File: src/design/lzsd_pkg.sv
// Shared types and constants of the LZS window decoder.
package lzsd_pkg;

  localparam int WINDOW_DEPTH = 2048;
  localparam int WIN_AW       = $clog2(WINDOW_DEPTH);
  localparam logic [31:0] LIMIT_RESET = 32'd65536;

  // result status codes
  localparam logic [1:0] ST_DATA  = 2'd0;
  localparam logic [1:0] ST_END   = 2'd1;
  localparam logic [1:0] ST_ERR   = 2'd2;
  localparam logic [1:0] ST_INEND = 2'd3;

  // configuration register byte addresses
  localparam logic [2:0] ADDR_OUTPUT_LIMIT = 3'd0;

  // token decode phase
  typedef enum logic [7:0] {
    PH_FLAG   = 8'b0000_0001,
    PH_LIT    = 8'b0000_0010,
    PH_SEL    = 8'b0000_0100,
    PH_SHORT  = 8'b0000_1000,
    PH_LONGHI = 8'b0001_0000,
    PH_LONGLO = 8'b0010_0000,
    PH_LEN    = 8'b0100_0000,
    PH_EXT    = 8'b1000_0000
  } phase_t;

  // sequencer state
  typedef enum logic [7:0] {
    S_IDLE  = 8'b0000_0001,
    S_BIT   = 8'b0000_0010,
    S_LIT   = 8'b0000_0100,
    S_RES   = 8'b0000_1000,
    S_CPRD  = 8'b0001_0000,
    S_CPWR  = 8'b0010_0000,
    S_DONE  = 8'b0100_0000,
    S_FLUSH = 8'b1000_0000
  } seq_state_t;

  // sequencer to output stage
  typedef struct packed {
    logic       push;
    logic       flush;
    logic [7:0] data;
    logic [1:0] status;
  } res_ctl_t;

  // output stage to sequencer
  typedef struct packed {
    logic can_push;
    logic pend_valid;
  } res_sts_t;

endpackage

File: src/design/lzsd_seq.sv
// Bit-serial token sequencer: walks one input byte bit by bit and drives literals, copies and status results.
module lzsd_seq import lzsd_pkg::*; (
  input  logic              clk,
  input  logic              rst_n,
  input  logic [31:0]       output_limit,
  input  logic              in_valid,
  output logic              in_ready,
  input  logic [7:0]        in_byte,
  input  logic              in_last,
  output logic              ram_wr_en,
  output logic [WIN_AW-1:0] ram_wr_addr,
  output logic [7:0]        ram_wr_data,
  output logic              ram_rd_en,
  output logic [WIN_AW-1:0] ram_rd_addr,
  input  logic [7:0]        ram_rd_data,
  output res_ctl_t          ctl,
  input  res_sts_t          sts
);

  seq_state_t        state_r, state_nxt;
  phase_t            phase_r, phase_nxt;
  logic [2:0]        bit_idx_r, bit_idx_nxt;
  logic [7:0]        byte_r, byte_nxt;
  logic              last_r, last_nxt;
  logic [10:0]       fb_r, fb_nxt;
  logic [3:0]        fc_r, fc_nxt;
  logic [WIN_AW-1:0] off_r, off_nxt;
  logic              fin_r, fin_nxt;
  logic [WIN_AW-1:0] wp_r, wp_nxt;
  logic [31:0]       prod_r, prod_nxt;
  logic [3:0]        cnt_r, cnt_nxt;
  logic [7:0]        lit_r, lit_nxt;
  logic [1:0]        res_st_r, res_st_nxt;

  logic              bit_v;
  logic [10:0]       fb_take;
  logic [3:0]        fc_inc;
  logic              at_limit;
  logic [WIN_AW-1:0] cand_off;
  logic              off_bad;
  seq_state_t        adv_state;
  logic [2:0]        adv_idx;
  logic              win_unfilled;
  logic [7:0]        cp_byte;

  assign bit_v    = byte_r[bit_idx_r];
  assign fb_take  = {fb_r[9:0], bit_v};
  assign fc_inc   = fc_r + 4'd1;
  assign at_limit = prod_r >= output_limit;
  assign cand_off = (phase_r == PH_SHORT) ? {4'd0, fb_take[6:0]} : fb_take;
  assign off_bad  = {21'd0, cand_off} > prod_r;
  assign adv_state = (bit_idx_r == 3'd0) ? S_DONE : S_BIT;
  assign adv_idx   = bit_idx_r - 3'd1;
  // the entry at the write pointer reads as zero until the window wraps
  assign win_unfilled = (prod_r[31:WIN_AW] == '0);
  assign cp_byte = (off_r == '0 && win_unfilled) ? 8'd0 : ram_rd_data;
  assign in_ready = (state_r == S_IDLE);

  always_comb begin
    state_nxt   = state_r;
    phase_nxt   = phase_r;
    bit_idx_nxt = bit_idx_r;
    byte_nxt    = byte_r;
    last_nxt    = last_r;
    fb_nxt      = fb_r;
    fc_nxt      = fc_r;
    off_nxt     = off_r;
    fin_nxt     = fin_r;
    wp_nxt      = wp_r;
    prod_nxt    = prod_r;
    cnt_nxt     = cnt_r;
    lit_nxt     = lit_r;
    res_st_nxt  = res_st_r;
    ram_wr_en   = 1'b0;
    ram_wr_addr = wp_r;
    ram_wr_data = lit_r;
    ram_rd_en   = 1'b0;
    ram_rd_addr = wp_r - off_r;
    ctl.push    = 1'b0;
    ctl.flush   = 1'b0;
    ctl.data    = 8'd0;
    ctl.status  = ST_DATA;

    unique case (state_r)
      S_IDLE: begin
        if (in_valid) begin
          byte_nxt    = in_byte;
          last_nxt    = in_last;
          bit_idx_nxt = 3'd7;
          state_nxt   = S_BIT;
        end
      end

      S_BIT: begin
        if (fin_r) begin
          state_nxt = S_DONE;
        end else begin
          state_nxt   = adv_state;
          bit_idx_nxt = adv_idx;
          unique case (phase_r)
            PH_FLAG: begin
              if (at_limit) begin
                fin_nxt = 1'b1;
              end else begin
                fb_nxt    = '0;
                fc_nxt    = '0;
                phase_nxt = bit_v ? PH_SEL : PH_LIT;
              end
            end
            PH_LIT: begin
              fb_nxt = fb_take;
              fc_nxt = fc_inc;
              if (fc_inc == 4'd8) begin
                lit_nxt     = fb_take[7:0];
                phase_nxt   = PH_FLAG;
                state_nxt   = S_LIT;
                bit_idx_nxt = bit_idx_r;
              end
            end
            PH_SEL: begin
              fb_nxt    = '0;
              fc_nxt    = '0;
              phase_nxt = bit_v ? PH_SHORT : PH_LONGHI;
            end
            PH_SHORT, PH_LONGLO: begin
              fb_nxt = fb_take;
              fc_nxt = fc_inc;
              if ((phase_r == PH_SHORT && fc_inc == 4'd7) ||
                  (phase_r == PH_LONGLO && fc_inc == 4'd11)) begin
                off_nxt = cand_off;
                if (off_bad) begin
                  res_st_nxt  = ST_ERR;
                  state_nxt   = S_RES;
                  bit_idx_nxt = bit_idx_r;
                end else begin
                  fb_nxt    = '0;
                  fc_nxt    = '0;
                  phase_nxt = PH_LEN;
                end
              end
            end
            PH_LONGHI: begin
              fb_nxt = fb_take;
              fc_nxt = fc_inc;
              if (fc_inc == 4'd7) begin
                if (fb_take[6:0] == 7'd0) begin
                  res_st_nxt  = ST_END;
                  state_nxt   = S_RES;
                  bit_idx_nxt = bit_idx_r;
                end else begin
                  phase_nxt = PH_LONGLO;
                end
              end
            end
            PH_LEN: begin
              fb_nxt = fb_take;
              fc_nxt = fc_inc;
              if (fc_inc == 4'd2 && fb_take[1:0] != 2'd3) begin
                cnt_nxt     = fb_take[3:0] + 4'd2;
                phase_nxt   = PH_FLAG;
                state_nxt   = S_CPRD;
                bit_idx_nxt = bit_idx_r;
              end else if (fc_inc == 4'd4) begin
                cnt_nxt     = {2'd0, fb_take[1:0]} + 4'd5;
                fb_nxt      = '0;
                fc_nxt      = '0;
                phase_nxt   = (fb_take[1:0] == 2'd3) ? PH_EXT : PH_FLAG;
                state_nxt   = S_CPRD;
                bit_idx_nxt = bit_idx_r;
              end
            end
            PH_EXT: begin
              fb_nxt = fb_take;
              fc_nxt = fc_inc;
              if (fc_inc == 4'd4) begin
                cnt_nxt     = fb_take[3:0];
                fb_nxt      = '0;
                fc_nxt      = '0;
                phase_nxt   = (fb_take[3:0] == 4'hF) ? PH_EXT : PH_FLAG;
                state_nxt   = S_CPRD;
                bit_idx_nxt = bit_idx_r;
              end
            end
            default: begin
              phase_nxt = PH_FLAG;
            end
          endcase
        end
      end

      S_LIT: begin
        if (at_limit) begin
          state_nxt   = adv_state;
          bit_idx_nxt = adv_idx;
        end else if (sts.can_push) begin
          ram_wr_en   = 1'b1;
          ram_wr_data = lit_r;
          ctl.push    = 1'b1;
          ctl.data    = lit_r;
          ctl.status  = ST_DATA;
          wp_nxt      = wp_r + WIN_AW'(1);
          prod_nxt    = prod_r + 32'd1;
          state_nxt   = adv_state;
          bit_idx_nxt = adv_idx;
        end
      end

      S_RES: begin
        if (sts.can_push) begin
          ctl.push    = 1'b1;
          ctl.status  = res_st_r;
          fin_nxt     = 1'b1;
          state_nxt   = adv_state;
          bit_idx_nxt = adv_idx;
        end
      end

      S_CPRD: begin
        if (cnt_r == 4'd0 || at_limit) begin
          state_nxt   = adv_state;
          bit_idx_nxt = adv_idx;
        end else begin
          ram_rd_en = 1'b1;
          state_nxt = S_CPWR;
        end
      end

      S_CPWR: begin
        if (sts.can_push) begin
          ram_wr_en   = 1'b1;
          ram_wr_data = cp_byte;
          ctl.push    = 1'b1;
          ctl.data    = cp_byte;
          ctl.status  = ST_DATA;
          wp_nxt      = wp_r + WIN_AW'(1);
          prod_nxt    = prod_r + 32'd1;
          cnt_nxt     = cnt_r - 4'd1;
          state_nxt   = S_CPRD;
        end
      end

      S_DONE: begin
        if (!last_r) begin
          state_nxt = S_FLUSH;
        end else if (fin_r || sts.can_push) begin
          ctl.push   = !fin_r;
          ctl.status = ST_INEND;
          // stream ends: start the next one from scratch
          wp_nxt     = '0;
          prod_nxt   = '0;
          phase_nxt  = PH_FLAG;
          fb_nxt     = '0;
          fc_nxt     = '0;
          off_nxt    = '0;
          fin_nxt    = 1'b0;
          state_nxt  = S_FLUSH;
        end
      end

      S_FLUSH: begin
        ctl.flush = 1'b1;
        if (sts.can_push) begin
          state_nxt = S_IDLE;
        end
      end

      default: begin
        state_nxt = S_IDLE;
      end
    endcase
  end

  always_ff @(posedge clk) begin
    if (!rst_n) begin
      state_r <= S_IDLE;
      phase_r <= PH_FLAG;
      fb_r    <= '0;
      fc_r    <= '0;
      off_r   <= '0;
      fin_r   <= 1'b0;
      wp_r    <= '0;
      prod_r  <= '0;
    end else begin
      state_r <= state_nxt;
      phase_r <= phase_nxt;
      fb_r    <= fb_nxt;
      fc_r    <= fc_nxt;
      off_r   <= off_nxt;
      fin_r   <= fin_nxt;
      wp_r    <= wp_nxt;
      prod_r  <= prod_nxt;
    end
  end

  always_ff @(posedge clk) begin
    bit_idx_r <= bit_idx_nxt;
    byte_r    <= byte_nxt;
    last_r    <= last_nxt;
    cnt_r     <= cnt_nxt;
    lit_r     <= lit_nxt;
    res_st_r  <= res_st_nxt;
  end

endmodule
File: config.mk
export PLATFORM = sky130hd
export DESIGN_NAME = lzsd_seq
export DESIGN_NICKNAME = d
export VERILOG_FILES = /design/src/design/lzsd_pkg.sv /design/src/design/lzsd_seq.sv
export SDC_FILE = /design/constraint.sdc
export NUM_CORES = 1
export LEC_CHECK = 0
export ABC_AREA = 1
export BUFFER_PORTS_ARGS = -buffer_cell sky130_fd_sc_hd__buf_2
export CAP_MARGIN = 0
export CORE_UTILIZATION = 45
export CTS_CLUSTER_SIZE = 12
export DETAILED_ROUTE_END_ITERATION = 6
export PLACE_DENSITY = 0.69
export SYNTH_ARGS = -nofsm -noshare
export SYNTH_HDL_FRONTEND = slang
export SYNTH_SLANG_ARGS = --single-unit
File: constraint.sdc
create_clock -name clk -period 3.6 [get_ports clk]
set_clock_uncertainty 0.05 [all_clocks]
set_input_delay 0.36 -clock clk [delete_from_list [all_inputs] [get_ports clk]]
set_output_delay 0.36 -clock clk [all_outputs]
set_load 0.005 [all_outputs]
==> results_dict.tcl <==
set metrics [dict create \
    async_reset_ff_share_pct 0 \
    clock-root-buffer "clkbuf_16" \
    ir_drop_v 0.000236 \
    path_max_fanout 8 \
    globalplace.congestion 0.920 \
    period_share_pct 93.8 \
    synthTopCellsByCount "nand2_1, inv_1, nor2_1" \
    avgRoutedWirePerCell_um 13.9 \
    die_h_um 138 \
    setup_tns_ns 0 \
    drv_cap 0 \
    diodes 0 \
    yosysTopAreaCell "dfxtp_1" \
    critPathMostFrequentCell "nand2_1" \
    worstPathArrival_ns 2.97 \
    violations "DRC" \
    cts_buffers 9 \
    coreArea_um2 18100 \
    p_total_mw 3.02 \
    synth_area_leaders "dfxtp_1, nand2_1, ha_1" \
    grt_first_pass_wirelength_um 37400 \
    avgSynthCellArea_um2 6.65 \
    crit_path_max_incr_delay_ns 0.51 \
    cts_tree "done" \
    io_pins 99 \
    vias 8281 \
    portBuffers 97 \
    syn_area_um2 8360 \
    slowest_stage "dfxtp_1" \
    syn_to_final_growth_pct 11.4 \
    num_rows 49 \
    rsz0062_at_grt "false" \
    yosysTopAreaCellShare_pct 20.4 \
    wirelength_um 22000 \
    synth_cells 1257 \
    cp-start-kind "flip-flop" \
    viasPerCell 5.26 \
    drive_gt1_share_pct 12.9 \
    antenna_found_initial 0 \
    synthesis.nets 1378 \
    clock_path_buffers 2 \
    cellLeakagePower_nw 4.34 \
    die_area_um2 19100 \
    cts_hold_buf 0 \
    power_density_nw_per_um2 324 \
    htree_levels 3 \
    place_hpwl_um 17000 \
    worst_pin_slew_ns 0.771 \
    yosysMostFrequentCell "nand2_1" \
    die_w_um 138 \
    ys_ff_latch 111 \
    grt_max_degree 48 \
    cts_sinks 111 \
    cts_setup_buffers 0 \
    slew_headroom_pct 48.4 \
    status "finished, violations left" \
    yosysWarnings 0 \
    hold_viol 0 \
    critPathKind "flip-flop to primary output" \
    yosysSeqAreaShare_pct 29.7 \
    drc 24 \
    cp_cell_sequence "ha_1 -> a21o_1 -> o21ai_1 -> nand2_1 -> a21oi_1 -> nand4_1 -> inv_1 -> nand2_1 -> o21ai_0 -> buf_2" \
    first_pass_iters 7 \
    fmax_mhz 296 \
    overflow 0 \
    worst_skew_pair.late_latency_ns 0.36 \
    holdWs_ns 0.119 \
    drt_iter0_drc 694 \
    cp-end-kind "primary output" \
    post_cts_resized 0 \
    finalWorstSetupSlack_ns 0.224 \
    synth_ff_type "dfxtp_1" \
    yosysUniqueCellTypes 48 \
    first_global_vias 7645 \
    grt_usage_pct 23.9 \
    finalSetupViolCount 0 \
    fin_crit_ns 3.38 \
    synth-edff-count 26 \
    ant_nets 0 \
    worstPathRequired_ns 3.19 \
    drv_slew 0 \
    post-place-ws_ns 0.426 \
    initial_utilization_pct 46.2 \
    cts.clk_slew.worst_paths_ns 0.08 \
    fin_nets 1462 \
    hold_class "primary input to flip-flop" \
]
sequential cells by signal (all words and copies together) (netlist names):
name,count
off_r,11
ram_wr_addr,11
last_r,1
prod_r,32
res_st_r,2
byte_r,8
lit_r,8
fin_r,1
fc_r,4
fb_r,10
state_r,8
cnt_r,4
phase_r,8
bit_idx_r,3
kinds of logic (layout without fill, tap and decap cells):
family / count (synthesis) / count (layout) / share of synthesized area [%]
fa+ha+maj: 67 / 67 / 10.1
flops: 111 / 111 / 29.7
buf+inv: 233 / 322 / 11.1
simple gates: 613 / 613 / 32.4
compound gates: 203 / 203 / 13.5
xor+xnor: 30 / 30 / 3.14
cell usage in the layout, fill, tap and decap left out, types with 11 or more instances in the layout:
master / instances
nand2_1: 272
inv_1: 182
nor2_1: 162
a21oi_1: 97
buf_2: 97
dfxtp_1: 85
nand3_1: 76
ha_1: 66
o21ai_0: 53
nor3_1: 35
edfxtp_1: 26
nand4_1: 23
xor2_1: 19
inv_2: 15
o21ai_1: 13
nor4_1: 13
xnor2_1: 11
final timing paths:
path / endpoint / cells after the start / from / slack, ns
worst max-delay path: ctl[3] / 10 / prod_r[27] / 0.22
worst min-delay path: last_r / 1 / in_last / 0.12
worst max register to register: prod_r[9] / 12 / prod_r[27] / 0.36
worst min register to register: fb_r[8] / 2 / fb_r[8] / 0.42
critical path, delay by kind of cell (launching register included):
kind                     cells  cell delay (ns)
AO/OA/AOI/OAI                4             0.90
adder cells (fa/ha/maj)      1             0.31
buffers and inverters        2             0.34
flip-flops                   1             0.51
AND/OR/NAND/NOR              3             0.53
through the flow:
step	utilization, %	area (um^2)	instances
final	51.5	9310	1575
after floorplan	-	8360	1257
after global placement	50.0	9040	1559
after global routing	51.5	9310	1575
after detailed placement	50.0	9040	1559
after CTS	51.5	9310	1575
power by group:
part | total (mW) | switching [mW] | internal [mW]
registers | 1.38 | 0.0455 | 1.33
clock network | 0.952 | 0.482 | 0.470
logic | 0.687 | 0.420 | 0.267
layout make-up:
type,instances,area [um^2]
timing repair buffer,107,573
sequential,111,2480
inverter,199,749
clock buffer,9,225
tap,229,287
clock inverter,7,48.8
fill,1790,8770
multi-input combinational,913,4950
per-layer routing:
metal  GRT usage [%]  vias up  wire length (um)
met1            34.0     3705             10700
met4            8.34        0               456
met5               0        -                 0
li1                -     4278                 -
met3            3.57       31              1350
met2            36.7      267              9430
No activity file was read; power rests on OpenSTA's default activity.
