[src/design/lzsd_pkg.sv]
// Shared types and constants of the LZS window decoder.
package lzsd_pkg;

  localparam int WINDOW_DEPTH = 2048;
  localparam int WIN_AW       = $clog2(WINDOW_DEPTH);
  localparam logic [31:0] LIMIT_RESET = 32'd65536;

  // result status codes
  localparam logic [1:0] ST_DATA  = 2'd0;
  localparam logic [1:0] ST_END   = 2'd1;
  localparam logic [1:0] ST_ERR   = 2'd2;
  localparam logic [1:0] ST_INEND = 2'd3;

  // configuration register byte addresses
  localparam logic [2:0] ADDR_OUTPUT_LIMIT = 3'd0;

  // token decode phase
  typedef enum logic [7:0] {
    PH_FLAG   = 8'b0000_0001,
    PH_LIT    = 8'b0000_0010,
    PH_SEL    = 8'b0000_0100,
    PH_SHORT  = 8'b0000_1000,
    PH_LONGHI = 8'b0001_0000,
    PH_LONGLO = 8'b0010_0000,
    PH_LEN    = 8'b0100_0000,
    PH_EXT    = 8'b1000_0000
  } phase_t;

  // sequencer state
  typedef enum logic [7:0] {
    S_IDLE  = 8'b0000_0001,
    S_BIT   = 8'b0000_0010,
    S_LIT   = 8'b0000_0100,
    S_RES   = 8'b0000_1000,
    S_CPRD  = 8'b0001_0000,
    S_CPWR  = 8'b0010_0000,
    S_DONE  = 8'b0100_0000,
    S_FLUSH = 8'b1000_0000
  } seq_state_t;

  // sequencer to output stage
  typedef struct packed {
    logic       push;
    logic       flush;
    logic [7:0] data;
    logic [1:0] status;
  } res_ctl_t;

  // output stage to sequencer
  typedef struct packed {
    logic can_push;
    logic pend_valid;
  } res_sts_t;

endpackage

[src/design/lzsd_out_stage.sv]
// Result staging: a pending slot that learns out_last, then the output register.
module lzsd_out_stage import lzsd_pkg::*; (
  input  logic       clk,
  input  logic       rst_n,
  input  res_ctl_t   ctl,
  output res_sts_t   sts,
  output logic       out_valid,
  input  logic       out_ready,
  output logic [7:0] out_byte,
  output logic [1:0] out_status,
  output logic       out_last
);

  logic       pend_valid_r, pend_valid_nxt;
  logic [7:0] pend_data_r, pend_data_nxt;
  logic [1:0] pend_st_r, pend_st_nxt;
  logic       out_valid_r, out_valid_nxt;
  logic [7:0] out_data_r, out_data_nxt;
  logic [1:0] out_st_r, out_st_nxt;
  logic       out_last_r, out_last_nxt;
  logic       out_free;

  assign out_free     = !out_valid_r || out_ready;
  assign sts.can_push = !pend_valid_r || out_free;
  assign sts.pend_valid = pend_valid_r;

  always_comb begin
    pend_valid_nxt = pend_valid_r;
    pend_data_nxt  = pend_data_r;
    pend_st_nxt    = pend_st_r;
    out_valid_nxt  = out_valid_r;
    out_data_nxt   = out_data_r;
    out_st_nxt     = out_st_r;
    out_last_nxt   = out_last_r;
    if (out_valid_r && out_ready) begin
      out_valid_nxt = 1'b0;
    end
    // a new result proves the pending one is not the item's last
    if (ctl.push) begin
      if (pend_valid_r) begin
        out_valid_nxt = 1'b1;
        out_data_nxt  = pend_data_r;
        out_st_nxt    = pend_st_r;
        out_last_nxt  = 1'b0;
      end
      pend_valid_nxt = 1'b1;
      pend_data_nxt  = ctl.data;
      pend_st_nxt    = ctl.status;
    end else if (ctl.flush && pend_valid_r && out_free) begin
      out_valid_nxt  = 1'b1;
      out_data_nxt   = pend_data_r;
      out_st_nxt     = pend_st_r;
      out_last_nxt   = 1'b1;
      pend_valid_nxt = 1'b0;
    end
  end

  always_ff @(posedge clk) begin
    if (!rst_n) begin
      pend_valid_r <= 1'b0;
      out_valid_r  <= 1'b0;
    end else begin
      pend_valid_r <= pend_valid_nxt;
      out_valid_r  <= out_valid_nxt;
    end
  end

  always_ff @(posedge clk) begin
    pend_data_r <= pend_data_nxt;
    pend_st_r   <= pend_st_nxt;
    out_data_r  <= out_data_nxt;
    out_st_r    <= out_st_nxt;
    out_last_r  <= out_last_nxt;
  end

  assign out_valid  = out_valid_r;
  assign out_byte   = out_data_r;
  assign out_status = out_st_r;
  assign out_last   = out_last_r;

endmodule

[config.mk]
export PLATFORM = sky130hd
export DESIGN_NAME = lzsd_out_stage
export DESIGN_NICKNAME = d
export VERILOG_FILES = /design/src/design/lzsd_pkg.sv /design/src/design/lzsd_out_stage.sv
export SDC_FILE = /design/constraint.sdc
export NUM_CORES = 1
export LEC_CHECK = 0
export ABC_AREA = 0
export CORE_UTILIZATION = 35
export CTS_CLUSTER_SIZE = 12
export DETAILED_ROUTE_END_ITERATION = 8
export DONT_BUFFER_PORTS = 1
export SKIP_LAST_GASP = 1
export SLEW_MARGIN = 10
export SYNTH_ARGS = -nofsm -noshare
export SYNTH_HDL_FRONTEND = slang
export SYNTH_SLANG_ARGS = --single-unit
[constraint.sdc]
create_clock -name clk -period 2.1 [get_ports clk]
set_input_delay 0.21 -clock clk [delete_from_list [all_inputs] [get_ports clk]]
set_output_delay 0.21 -clock clk [all_outputs]
set_load 0.05 [all_outputs]
==> results.yml, run 1 <==
timing:
  fmax_mhz: 647.2
  skew_ps: 4.523
  finalSetupViolations: 0
  fin_crit_ps: 1545
  rsz0062_at_grt: "no"
  period_share_pct: 73.58
  fin_tns_setup_ps: 0
  hold_viol: 0
  worst_pin_slew_ps: 465.7
  slew_headroom_pct: 69.02
  drv_slew: 0
placed_design:
  gp_congestion: 0.6854
  io_buffers: 0
clocking:
  cts_root_buffer: "clkbuf_4"
  clk_path_buf_depth: 2
  postCtsSetupBuffers: 0
  cts-hold-fix-buffers: 10
  ctsHtreeMaxLevel: 1
  worstSkewPairLatency_ps: 300
  cts_made_buffers: 3
  clock_sinks: 23
  cts_tree: "built"
  ctsResizeCount: 0
  path_clk_slew_ps: 120
setup_path:
  cp.required_ps: 1890
  crit_chain: "buf_4, nor2b_1, nand2_1"
  worst-path-max-fanout: 3
  crit_arrival_ps: 1340
  max_stage_delay_ps: 330
  slowest_stage: "dfxtp_1"
  path_class: "register to output pin"
  worst_setup_path_start_kind: "register"
  critPathCaptureType: "output pin"
drt:
  ant_nets: 0
  dr.pass1.iters: 4
  via_per_inst: 4.275
  vias: 342
  routedWlPerCell_um: 13.04
  dr.first_iter.drc_count: 4
  routed_wl_um: 1043
  drc: 0
global_route:
  overflow: 0
  grt_pass1_vias: 342
  antenna_found_initial: 0
  grt_max_degree: 15
  grt_pass1_wl_um: 1628
  track_usage_pct: 11.16
synth:
  synthDistinctLibCells: 10
  synth_cells: 35
  synth_fp_nets: 50
  synth_seq_area_share_pct: 91.31
  synth-seq-cells: 23
  yosys_warnings: 0
  synth_area_per_cell_um2: 20.98
  syn_area_um2: 734.5
floorplanning:
  num_rows: 16
  boundaryPins: 29
  core_area_um2: 1962
  dieArea_um2: 2286
  die_x_um: 47.81
  die_h_um: 47.81
  initial_utilization_pct: 37.44
job:
  max_cap_viol_count: 0
finish:
  nFillCells: 191
  final_common_cell: "edfxtp_1"
  final_util_pct: 47.45
  drive_above_1_share_pct: 13.21
  areaGrowthSynthToFinish_pct: 26.75
  layout_common_cells: "edfxtp_1, dlygate4sd3_1"
  insertedDiodeCount: 0
  fin_nets: 69
power_and_ir_drop:
  p_leak_nw: 0.3196
  p_per_area_nw_per_um2: 899.0
  vdd_drop_max_v: 0.0003858
hold_path:
  hp-class: "input port to register"
outcome:
  outcome: "finished clean"
worst max-delay path: cells and delay by family (launching register included):
| family | cells | cell delay (ps) |
|---|---|---|
| and+or+nand+nor | 2 | 510 |
| DFF | 1 | 330 |
| buffers and inverters | 1 | 200 |
synth_stat cells:
cell | instances | area share [%]
nor2b_1 | 1 | 0.85
a21boi_1 | 1 | 1.0
buf_4 | 1 | 1.0
a31oi_1 | 1 | 0.85
nand2_1 | 3 | 1.5
edfxtp_1 | 21 | 86
inv_1 | 1 | 0.51
dfxtp_1 | 2 | 5.5
o21ai_0 | 3 | 2.0
nand2b_1 | 1 | 0.85
state kept, by name, indices dropped and copies added, names as in the netlist:
name,flops
out_byte,8
pend_data_r,8
out_status,2
pend_st_r,2
out_last,1
out_valid,1
pend_valid_r,1
path summary, 6_finish.rpt:
check               start       endpoint  slack (ps)  depth (start not counted)
min                 rst_n      out_valid          50                          1
min reg2reg  pend_st_r[1]  out_status[1]         430                          0
max             out_valid         sts[1]         550                          3
max reg2reg     out_valid    out_byte[7]         780                          4
kinds of logic after synthesis:
kind of cell	after synthesis	synth area share, %
flip-flops	23	91.31
AND/OR/NAND/NOR	5	3.238
AO/OA/AOI/OAI	5	3.919
buffers and inverters	2	1.533
cell type report:
type / count / area (µm²) / share of cell area (%)
multi-input combinational: 10 / 52.55 / 5.645
timing repair buffer: 15 / 142.6 / 15.32
inverter: 1 / 3.754 / 0.4032
tap: 27 / 33.78 / 3.629
clock buffer: 3 / 22.52 / 2.419
clock inverter: 1 / 5.005 / 0.5376
sequential: 23 / 670.6 / 72.04
where the power goes:
part	switching, W	leakage (nW)	internal, W
clock network	0.000123	0.0177	0.0000709
registers	0.0000537	0.217	0.000538
logic	0.0000281	0.0849	0.0000232
total	0.000205	0.320	0.000632
layer usage:
layer,GRT usage [%],wire length [µm],vias to the layer above
li1,-,-,168
met1,14.43,411,147
met2,15.68,542,25
met3,3.396,70,2
met4,8.333,19,0
met5,0,0,-
stage by stage:
step | total power (W) | cell area (µm²) | std cells | hold WS [ps] | worst slack [ps]
after floorplan | 0.0006229 | 734.5 | 35 | 308.9 | 174.7
after global placement | 0.0006303 | 783.3 | 64 | 308.9 | 828.0
after detailed placement | 0.0006331 | 783.3 | 64 | 308.9 | 794.0
after CTS | 0.0008381 | 910.9 | 78 | 0.04419 | 548.7
after global routing | 0.0008827 | 930.9 | 80 | 34.03 | 437.9
final | 0.0008368 | 930.9 | 80 | 53.24 | 554.8
Note: power is estimated with default switching activity, not from simulation.
==> inputs of run 2 (changes only) <==
- clock period: 2.1 -> 1.3 ns (I/O delays scaled with it)
==> run 2 against run 1 <==
Effect of this change: non-clock buffer count is 3 higher; setup slack lost 480 ps; critical path type unchanged; critical endpoint unchanged; combinational power increased by 100%.
==> results.yml, run 2 (same netlist as run 1, synthesis figures left out) <==
finish:
  layout_common_cells: "edfxtp_1, dlygate4sd3_1, nand2_1, clkbuf_4"
  drive_above_1_share_pct: 21.43
  fin_nets: 72
  final_area_um2: 996.0
  final_common_cell: "edfxtp_1"
  instances_no_fill: 83
  areaGrowthSynthToFinish_pct: 35.60
  insertedDiodeCount: 0
drt:
  dr.first_iter.drc_count: 4
  routedWlPerCell_um: 13.65
  ant_nets: 0
  drc: 0
  vias: 388
  dr.pass1.iters: 4
  via_per_inst: 4.675
  routed_wl_um: 1133
hold_path:
  hp-class: "input port to register"
clocking:
  worstSkewPairLatency_ps: 290
  ctsHtreeMaxLevel: 1
  cts_root_buffer: "clkbuf_4"
  clk_path_buf_depth: 2
  postCtsSetupBuffers: 0
  path_clk_slew_ps: 110
  cts_tree: "built"
  cts_made_buffers: 3
  clock_sinks: 23
setup_path:
  critPathCaptureType: "output pin"
  crit_chain: "buf_6, nand2_1, buf_4"
  max_stage_delay_ps: 380
  path_class: "register to output pin"
  cp.required_ps: 1170
  crit_arrival_ps: 1100
  worst_setup_path_start_kind: "register"
  slowest_stage: "dfxtp_2"
  worst-path-max-fanout: 4
floorplanning:
  boundaryPins: 29
  num_rows: 16
  die_h_um: 47.81
  core_area_um2: 1962
  die_x_um: 47.81
  dieArea_um2: 2286
  initial_utilization_pct: 37.44
timing:
  finalSetupViolations: 0
  whs_ps: 39.72
  period_share_pct: 94.58
  slew_headroom_pct: 69.38
  drv_slew: 0
  worst_slack_ps: 70.52
  skew_ps: 6.096
  fmax_mhz: 813.4
  hold_viol: 0
  fin_tns_setup_ps: 0
  worst_pin_slew_ps: 460.2
  fin_crit_ps: 1229
  rsz0062_at_grt: "no"
power_and_ir_drop:
  vdd_drop_max_v: 0.0004478
  p_per_area_nw_per_um2: 1366
  p_leak_nw: 0.3413
global_route:
  grt_pass1_wl_um: 1566
  track_usage_pct: 10.71
  overflow: 0
  grt_pass1_vias: 359
  grt_max_degree: 14
  antenna_found_initial: 0
placed_design:
  dpl_cell_area_um2: 815.8
  io_buffers: 0
  gp_congestion: 0.6870
  placed_cells: 65
  place_ws_ps: 227.9
job:
  max_cap_viol_count: 0
outcome:
  outcome: "finished clean"
## run 2: changes by cell type in the layout (fill, tap and decap cells not counted)
cell,delta
dfxtp_1,-2
dfxtp_2,+2
dlygate4sd3_1,+2
buf_12,+1
buf_4,-1
buf_6,+1
nor2b_1,-1
nor2b_4,+1
o21ai_0,-1
o21ai_4,+1
## run 2: what timing repair did
item | 4_1_cts | 5_1_grt
hold buffers | 14 | 0
setup endpoints to repair | 1 | 1
endpoints found under the hold margin | 22 | 0
pin swaps | 0 | 0
gates resized for setup | 1 | 3
## run 2: critical path: cells and delay by family, from the launching register on
kind	cells	cell delay (ps)
and+or+nand+nor	1	60
DFF	1	380
buffers and inverters	2	370
## run 2: metal layers
| metal | GRT usage (%) | share of wire, % | vias to the layer above | routed length (µm) |
|---|---|---|---|---|
| met5 | 0 | 0 | - | 0 |
| met4 | 9.444 | 4.1 | 0 | 47 |
| met3 | 2.264 | 3.6 | 6 | 41 |
| met2 | 18.38 | 57 | 25 | 650 |
| met1 | 10.84 | 35 | 185 | 392 |
| li1 | - | - | 172 | - |
## run 2: area by class of cell
| cell class | count | area [µm²] |
|---|---|---|
| well taps | 27 | 33.78 |
| repair buffers | 18 | 186.4 |
| flip-flops and latches | 23 | 673.1 |
| clock buffers | 3 | 22.52 |
| inverters | 1 | 3.754 |
| multi-input cells | 10 | 71.32 |
| clock inverters | 1 | 5.005 |
| fillers | 181 | 965.9 |
## run 2: final timing paths
path / startpoint / slack, ps / cells past startpoint / to
hold reg to reg: pend_data_r[7] / 430 / 0 / out_byte[7]
setup / recovery: pend_valid_r / 70 / 3 / sts[1]
setup reg to reg: out_valid / 250 / 3 / out_byte[1]
hold / removal: out_ready / 40 / 2 / out_valid
## run 2: power by group
group	internal, W	leakage, nW	switching [W]
clock network	0.000114	0.0177	0.000183
registers	0.000870	0.218	0.0000893
logic	0.0000532	0.106	0.0000505
## run 2: metrics by stage
step,total power [W],util (%)
floorplan,0.001011,-
global placement,0.001032,41.58
detailed placement,0.001037,41.58
CTS,0.001368,50.26
global route,0.001412,50.77
finish,0.001361,50.77
==> inputs of run 3 (changes only) <==
- CORE_MARGIN: default -> 3
- clock period: 1.3 -> 1.56 ns (I/O delays scaled with it)
==> run 3 against run 2 <==
Effect of this change: register-to-register slack improved by 220 ps; global-route usage fell by 1.9 points; die area rose by 17%; sequential share of layout area rose by 2.0 points; setup slack improved by 130 ps; wire length fell by 2.3%; power fell by 16%; cell area fell by 3.3%; flip-flop and latch count did not move; clock power fell by 13%; critical path depth fell by 1; largest cell class unchanged.
==> results.yml, run 3 (same netlist as run 1, synthesis figures left out) <==
clocking:
  clk_path_buf_depth: 2
  worstSkewPairLatency_ps: 300
  postCtsSetupBuffers: 0
  cts_tree: "built"
  clock_sinks: 23
  cts_root_buffer: "clkbuf_4"
  path_clk_slew_ps: 110
  ctsResizeCount: 0
  cts_made_buffers: 3
  ctsHtreeMaxLevel: 1
placed_design:
  io_buffers: 0
  place_ws_ps: 489.3
  gp_congestion: 0.5873
  hpwlAfterDp_um: 789.1
global_route:
  busiest_layer: "met2"
  grt_pass1_vias: 420
  use_met1_pct: 6.191
  track_usage_pct: 8.800
  overflow: 0
  grt_pass1_wl_um: 1669
  grt_use_met3_pct: 4.011
  grt_max_degree: 13
  antenna_found_initial: 0
  grtUsageMet2_pct: 18.43
power_and_ir_drop:
  vdd_drop_max_v: 0.0004312
  swShare_pct: 24.00
  p_per_area_nw_per_um2: 1180
  switchingPower_w: 0.0002729
  power_frac_comb_pct: 7.0
  seq_power_share_pct: 70.3
  p_int_w: 0.0008643
  p_clk_share_pct: 22.8
  p_leak_nw: 0.3305
drt:
  routedWlPerCell_um: 13.84
  ant_nets: 0
  routed_wl_um: 1107
  drc: 0
  via_per_inst: 4.550
  dr.pass1.iters: 3
  vias: 364
  dr.first_iter.drc_count: 1
timing:
  period_share_pct: 86.98
  worst_slack_ps: 203.1
  skew_ps: 4.450
  finalSetupViolations: 0
  slew_headroom_pct: 68.90
  fin_crit_ps: 1357
  fmax_mhz: 737.0
  rsz0062_at_grt: "no"
  drv_slew: 0
  hold_viol: 0
  worst_pin_slew_ps: 465.3
  fin_tns_setup_ps: 0
setup_path:
  critPathCaptureType: "output pin"
  worst-path-max-fanout: 2
  crit_family: "simple AND/OR/NAND/NOR gates"
  crit_chain: "nor2b_1, nand2_1"
  r2r_start: "pend_valid_r"
  path_class: "register to output pin"
  cp.required_ps: 1400
  worst_setup_path_start_kind: "register"
  crit_buf_inv: 0
  max_stage_delay_ps: 350
  slowest_stage: "dfxtp_1"
  startpoint: "out_valid"
  crit_arrival_ps: 1200
finish:
  seqCellArea_um2: 670.6
  nFillCells: 167
  layout_common_cells: "edfxtp_1, dlygate4sd3_1, nand2_1, clkbuf_4"
  insertedDiodeCount: 0
  final_util_pct: 51.85
  fin_nets: 71
  drive_above_1_share_pct: 12.73
  multi_input_area_um2: 56.30
  areaGrowthSynthToFinish_pct: 31.18
  final_common_cell: "edfxtp_1"
hold_path:
  hp-class: "input port to register"
  min_from: "ctl[11]"
floorplanning:
  dieArea_um2: 2684
  die_h_um: 51.81
  initial_utilization_pct: 39.53
  die_x_um: 51.81
  core_area_um2: 1858
  boundaryPins: 29
  num_rows: 15
job:
  max_cap_viol_count: 0
outcome:
  outcome: "finished clean"
-- run 3: cell count changes in the layout (fill, tap and decap cells not counted) --
cell	change
clkbuf_1	+1
buf_6	-1
nor2b_1	+1
clkinv_2	-1
dfxtp_2	-2
dfxtp_1	+2
nor2b_4	-1
o21ai_2	+1
o21ai_4	-1
-- run 3: final timing paths --
check | slack [ps] | to | depth (start not counted)
setup / recovery | 200 | sts[1] | 2
hold / removal | 20 | pend_valid_r | 2
setup reg to reg | 470 | out_byte[0] | 3
hold reg to reg | 430 | out_byte[6] | 0
-- run 3: routing by layer --
metal  vias to the layer above  part of all wire, %
met3                         0                  7.1
met1                       173                   32
met5                         -                    0
met2                        21                   61
li1                        170                    -
met4                         0                    0
-- run 3: worst register-to-register path: stages (launching register included) --
cell and delay, ps:
dfxtp_1 420, nand2_1 80, o21ai_2 160, buf_12 150
-- run 3: final cells by class --
cell class	instances	area share (%)
Clock buffer	4	2.727
Inverter	1	0.3896
Multi-Input combinational cell	10	5.844
Sequential cell	23	69.61
Tap cell	25	3.247
Timing Repair Buffer	17	18.18
-- run 3: repair_timing --
item / CTS / global route
hold endpoints to repair: 22 / 1
setup endpoints to repair: 0 / 0
hold buffers: 13 / 1
-- run 3: through the flow --
step / total power (W) / std cells / cell area (µm²) / hold WS (ps)
CTS: 0.001149 / 79 / 953.4 / 1.319
floorplan: 0.0008396 / 35 / 738.2 / 254.9
global placement: 0.0008579 / 62 / 797.0 / 254.9
finish: 0.001137 / 80 / 963.4 / 15.59
global route: 0.001179 / 80 / 963.4 / 4.820
detailed placement: 0.0008621 / 62 / 797.0 / 254.9
-- run 3: power groups by stage --
stage	sequential, W	combinational, W	clock, W
final	0.000799	0.0000793	0.000259
after detailed placement	0.000814	0.0000479	0
after floorplan	0.000814	0.0000251	0
after global placement	0.000812	0.0000457	0
after CTS	0.000800	0.0000785	0.000270
after global routing	0.000803	0.0000849	0.000291
